<file path="config.mk">
export PLATFORM = sky130hd
export DESIGN_NAME = iau_front
export DESIGN_NICKNAME = d
export VERILOG_FILES = /design/src/sv/iau_pkg.sv /design/src/sv/iau_front.sv
export SDC_FILE = /design/constraint.sdc
export NUM_CORES = 1
export LEC_CHECK = 0
export BUFFER_PORTS_ARGS = -buffer_cell sky130_fd_sc_hd__clkbuf_2
export CELL_PAD_IN_SITES_DETAIL_PLACEMENT = 1
export CELL_PAD_IN_SITES_GLOBAL_PLACEMENT = 1
export CORE_AREA = 3 3 233 235
export DETAILED_ROUTE_END_ITERATION = 6
export DIE_AREA = 0 0 236 238
export MAX_ROUTING_LAYER = met4
export PLACE_DENSITY_LB_ADDON = 0.1
export SETUP_SLACK_MARGIN = 0.2
export SLEW_MARGIN = 15
export SYNTH_ARGS = -nofsm -noshare
export SYNTH_HDL_FRONTEND = slang
export SYNTH_SLANG_ARGS = --single-unit
</file>
<file path="constraint.sdc">
create_clock -name clk_i -period 16.56 [get_ports clk_i]
set_input_delay 0.828 -clock clk_i [delete_from_list [all_inputs] [get_ports clk_i]]
set_output_delay 0.828 -clock clk_i [all_outputs]
set_load 0.05 [all_outputs]
</file>
<file path="src/sv/iau_pkg.sv">
// Shared codes, types and helpers of the interval arithmetic unit.
package iau_pkg;

  localparam logic [3:0] CMD_ADD      = 4'd0;
  localparam logic [3:0] CMD_SCALE    = 4'd1;
  localparam logic [3:0] CMD_DIVIDE   = 4'd2;
  localparam logic [3:0] CMD_SAR      = 4'd3;
  localparam logic [3:0] CMD_SHR      = 4'd4;
  localparam logic [3:0] CMD_SUM      = 4'd5;
  localparam logic [3:0] CMD_PRODUCT  = 4'd6;
  localparam logic [3:0] CMD_DIFF     = 4'd7;
  localparam logic [3:0] CMD_CLIP     = 4'd8;
  localparam logic [3:0] CMD_CONTAINS = 4'd9;

  localparam logic [1:0] ST_OK       = 2'd0;
  localparam logic [1:0] ST_ZERO_DIV = 2'd1;
  localparam logic [1:0] ST_INVERTED = 2'd2;
  localparam logic [1:0] ST_RANGE    = 2'd3;

  typedef enum logic [3:0] {
    OP_NOP, OP_ADD, OP_SCALE, OP_DIVIDE, OP_SAR, OP_SHR,
    OP_SUM, OP_PRODUCT, OP_DIFF, OP_CLIP, OP_CONTAINS
  } op_e;

  typedef struct packed {
    op_e         op;
    logic        k_zero;
    logic        sar_bad;
    logic        shr_bad;
    logic [63:0] al;
    logic [63:0] ah;
    logic [63:0] bl;
    logic [63:0] bh;
    logic [31:0] k;
  } item_t;

  typedef struct packed {
    logic  valid;
    item_t item;
  } head_t;

  typedef struct packed {
    logic [63:0] rl;
    logic [63:0] rh;
    logic [1:0]  st;
    logic        inside_res;
  } res_t;

  // Keep the low w bits and sign-extend them to 64.
  function automatic logic [63:0] sext(input logic [63:0] v, input logic [6:0] w);
    logic [63:0] r;
    logic        s;
    s = v[6'(w - 7'd1)];
    for (int i = 0; i < 64; i++) begin
      r[i] = (i < int'(w)) ? v[i] : s;
    end
    return r;
  endfunction

  function automatic logic slt(input logic [63:0] a, input logic [63:0] b);
    return $signed(a) < $signed(b);
  endfunction

  function automatic logic [63:0] smin(input logic [63:0] a, input logic [63:0] b);
    return slt(b, a) ? b : a;
  endfunction

  function automatic logic [63:0] smax(input logic [63:0] a, input logic [63:0] b);
    return slt(a, b) ? b : a;
  endfunction

endpackage

</file>
<file path="src/sv/iau_front.sv">
// Front end: accepts transactions, classifies commands and queues them.
module iau_front #(
  parameter int BOUND_WIDTH = 64
) (
  input  logic                clk_i,
  input  logic                rst_ni,
  input  logic                push_i,
  output logic                full_o,
  input  logic [3:0]          command_i,
  input  logic [63:0]         a_low_i,
  input  logic [63:0]         a_high_i,
  input  logic [63:0]         b_low_i,
  input  logic [63:0]         b_high_i,
  input  logic [31:0]         operand_k_i,
  output iau_pkg::head_t      head_o,
  input  logic                pop_i
);

  localparam int DEPTH = 2;
  localparam int PW    = $clog2(DEPTH);
  localparam logic [6:0] WB = 7'(BOUND_WIDTH);

  iau_pkg::item_t item;
  iau_pkg::item_t mem_q [DEPTH];
  logic [PW-1:0]  wr_ptr_q, rd_ptr_q;
  logic [PW:0]    cnt_q;
  logic           wr_en, rd_en;

  always_comb begin
    item.al      = iau_pkg::sext(a_low_i, WB);
    item.ah      = iau_pkg::sext(a_high_i, WB);
    item.bl      = iau_pkg::sext(b_low_i, WB);
    item.bh      = iau_pkg::sext(b_high_i, WB);
    item.k       = operand_k_i;
    item.k_zero  = (operand_k_i == 32'd0);
    item.sar_bad = operand_k_i[31] || (operand_k_i[30:0] > 31'(BOUND_WIDTH - 2));
    item.shr_bad = operand_k_i[31] || (operand_k_i[30:0] > 31'd31);
    unique case (command_i)
      iau_pkg::CMD_ADD:      item.op = iau_pkg::OP_ADD;
      iau_pkg::CMD_SCALE:    item.op = iau_pkg::OP_SCALE;
      iau_pkg::CMD_DIVIDE:   item.op = iau_pkg::OP_DIVIDE;
      iau_pkg::CMD_SAR:      item.op = iau_pkg::OP_SAR;
      iau_pkg::CMD_SHR:      item.op = iau_pkg::OP_SHR;
      iau_pkg::CMD_SUM:      item.op = iau_pkg::OP_SUM;
      iau_pkg::CMD_PRODUCT:  item.op = iau_pkg::OP_PRODUCT;
      iau_pkg::CMD_DIFF:     item.op = iau_pkg::OP_DIFF;
      iau_pkg::CMD_CLIP:     item.op = iau_pkg::OP_CLIP;
      iau_pkg::CMD_CONTAINS: item.op = iau_pkg::OP_CONTAINS;
      default:               item.op = iau_pkg::OP_NOP;
    endcase
  end

  assign full_o       = (cnt_q == (PW+1)'(DEPTH));
  assign wr_en        = push_i && !full_o;
  assign rd_en        = pop_i && head_o.valid;
  assign head_o.valid = (cnt_q != '0);
  assign head_o.item  = mem_q[rd_ptr_q];

  always_ff @(posedge clk_i or negedge rst_ni) begin
    if (!rst_ni) begin
      wr_ptr_q <= '0;
      rd_ptr_q <= '0;
      cnt_q    <= '0;
    end else begin
      if (wr_en) wr_ptr_q <= wr_ptr_q + 1'b1;
      if (rd_en) rd_ptr_q <= rd_ptr_q + 1'b1;
      if (wr_en && !rd_en) cnt_q <= cnt_q + 1'b1;
      else if (rd_en && !wr_en) cnt_q <= cnt_q - 1'b1;
    end
  end

  always_ff @(posedge clk_i) begin
    if (wr_en) mem_q[wr_ptr_q] <= item;
  end

`ifndef NO_ASSERTIONS
  a_cnt_bound: assert property (@(posedge clk_i) disable iff (!rst_ni)
    cnt_q <= (PW+1)'(DEPTH)) else $error("queue count overflow");
  a_pop_valid: assert property (@(posedge clk_i) disable iff (!rst_ni)
    pop_i |-> head_o.valid) else $error("pop from empty queue");
  a_full_hold: assert property (@(posedge clk_i) disable iff (!rst_ni)
    (full_o && !pop_i) |=> full_o) else $error("full queue lost an entry");
`endif

endmodule

</file>
==> flow_summary.ini <==
[cells_and_area]
multi_input_comb_area_um2 = 3650
syn2layout_area_growth_pct = 26.5
final_common_cell = clkbuf_2
final_cell_mix = clkbuf_2, edfxtp_1, mux2_2, clkbuf_16, mux2_1
fillCellCount = 4981
seqCellArea_um2 = 17800
nNetsFinal = 1902
final_layout_size_suffix_gt1_share_pct = 58.6

[timing]
fin_ws_ns = 12.02
finalHoldViolCount = 0
setup_viol = 0
worstMarginPinSlew_ns = 1.15
slew_viol_final = 0
clock.fmax_mhz = 220
finalCritPeriodShare_pct = 27.4
fin_crit_ns = 4.54
tns_ns = 0
fin_skew_ns = 0.0160
rsz0062_at_grt = false
max_slew_margin_pct = 23.3

[logic_synthesis]
ys_types = 27
ys_ff_latch = 594
synth.avg_cell_area_um2 = 22.3
muxShareOfSynthArea_pct = 15.4
synth_area_um2 = 21600
netlist_instances = 969
synth_top_family_by_area = multiplexers
synth_warnings = 0
ys_seq_area_share_pct = 82.3
yosys.area_share.simple_pct = 0.850
synth_fa_ha_area_share_pct = 0.289
yosys.area.top_type_share_pct = 81.9
synth_compound_area_share_pct = 0.121
synth_fp_nets = 1270
synth_top_area_cell = edfxtp_1
synthTopCellsByArea = edfxtp_1, mux2_2, mux2_1
synthXorXnorAreaFrac_pct = 0.202

[clock_network]
cts_setup_buffers = 0
clk_pin_slew_ns = 0.06
cts_root_buffer = clkbuf_16
cts_made_buffers = 61
clock_latency_ns = 0.61
htreeDepth = 2
clk_path_buf_depth = 3
cts_tree = yes
cts_sinks = 594

[die]
die-area_um2 = 56200
io_pins = 593
core_area_um2 = 52400
die_w_um = 236
start_util_pct = 41.3
rows = 84
die_h_um = 238

[power_and_ir_drop]
power_w = 0.00590
power.density_nw_per_um2 = 216
power.leakage_nw = 10.3
irDropWorstVdd_uv = 173

[worst_setup_path]
worst-endpoint-required_ns = 15.73
critPathSlowestCell = buf_4
crit_family = buffers and inverters
crit_path_max_fanout = 82
cp_slowest_stage_delay_ns = 0.95
worst_setup_path_end_kind = output pin
critPathBufInv = 3
criticalPathCategory = flop to output pin
reg2regPathDepth = 4
crit_chain = buf_4 > buf_4 > mux2_2 > clkbuf_2
cp_num_cells = 4
arrival_ns = 3.72
start_kind = flop
path_common_cell = buf_4

[placed_design]
hpwl_mm = 40.5
preCtsSetupSlack_ns = 12.52
io_buffers = 592
gp_congestion = 0.797

[min_path]
holdPathStages = 1
hold_class = input port to flop

[detailed_routing]
vias_per_cell = 4.86
num_vias = 11400
ant_nets = 0
drtIter0Drc = 611
drc_errors = 0
wl_per_cell_um = 24.4
detail_route.wirelength_mm = 57.2
dr.pass1.iters = 7

[global_routing]
grt_max_degree = 172
grt_antenna_before_repair = 12
grt_pass1_wl_mm = 82.0
grt_pass1_vias = 12400
grt-ovfl-total = 0
grt_use_total_pct = 20.4

[run]
cap_violations = 0

[outcome]
run_status = finished clean
timing repair:
action                                 CTS  global route
hold buffers                             1             0
endpoints found under the hold margin    4             0
gates resized for setup                  0             0
power by group:
group	leakage (nW)	switching [W]	internal [W]
clock network	0.955	0.000550	0.000781
logic	3.82	0.00183	0.000587
registers	5.52	0.0000952	0.00206
total	10.3	0.00247	0.00343
cells by family after synthesis:
kind of cell / count (synthesis)
adders and majority gates: 5
DFF: 594
muxes: 295
xor gates and xnor gates: 5
buffers and inverters: 38
AOI/OAI and AO/OA: 4
and+or+nand+nor: 28
worst paths after layout:
kind                               from       endpoint  slack, ns
setup / recovery               rd_ptr_q    head_o[113]      12.02
max in group asynchronous        rst_ni       rd_ptr_q      15.85
min in group asynchronous        rst_ni       cnt_q[1]       0.56
setup reg to reg               cnt_q[0]  mem_q[1][205]      12.86
hold reg to reg                cnt_q[1]       cnt_q[1]       0.52
hold / removal             b_high_i[47]   mem_q[1][79]       0.40
stage by stage:
step                      hold WS (ns)  instances  utilization [%]  area (um2)
after CTS                        0.350       2333             52.1       27300
after global routing             0.359       2345             52.2       27400
after detailed placement         0.502       2225             48.4       25400
final                            0.401       2345             52.2       27400
after global placement           0.474       2225             48.4       25400
after floorplan                  0.456        969                -       21600
cells in the mapped netlist:
cell      number
xor2_1         2
nor4_1         4
a211oi_1       1
or4_1          1
dfrtp_1        4
nand2b_1       1
nor4_4         1
nand3_1        2
nor3_1         1
or4_4          2
and3_1         1
edfxtp_1     590
mux2_2       271
ha_1           5
o21ai_0        2
clkbuf_1       1
nand2_1        5
a22o_1         1
mux2_1        24
or2_2          1
inv_1          5
and4_1         2
nor2_1         4
buf_2         32
xnor2_1        3
nor2b_1        2
and4b_1        1
metal layers:
layer,GRT usage (%),up-vias,routed length [um]
met5,-,-,0
met4,6.93,0,1540
met3,6.23,91,3970
met2,35.5,358,30800
met1,22.1,5785,20800
li1,-,5157,-
sequential cells by signal (all words and copies together) (netlist names):
register  count
cnt_q         2
mem_q       590
rd_ptr_q      1
wr_ptr_q      1
area by class of cell:
type / count / area share (%)
sequential: 594 / 65.1
timing repair buffer: 602 / 11.2
inverter: 5 / 0.0686
tap: 688 / 3.14
multi-input combinational: 337 / 13.3
antenna: 12 / 0.110
clock inverter: 33 / 1.13
clock buffer: 74 / 5.91
No activity file was read; power rests on OpenSTA's default activity.
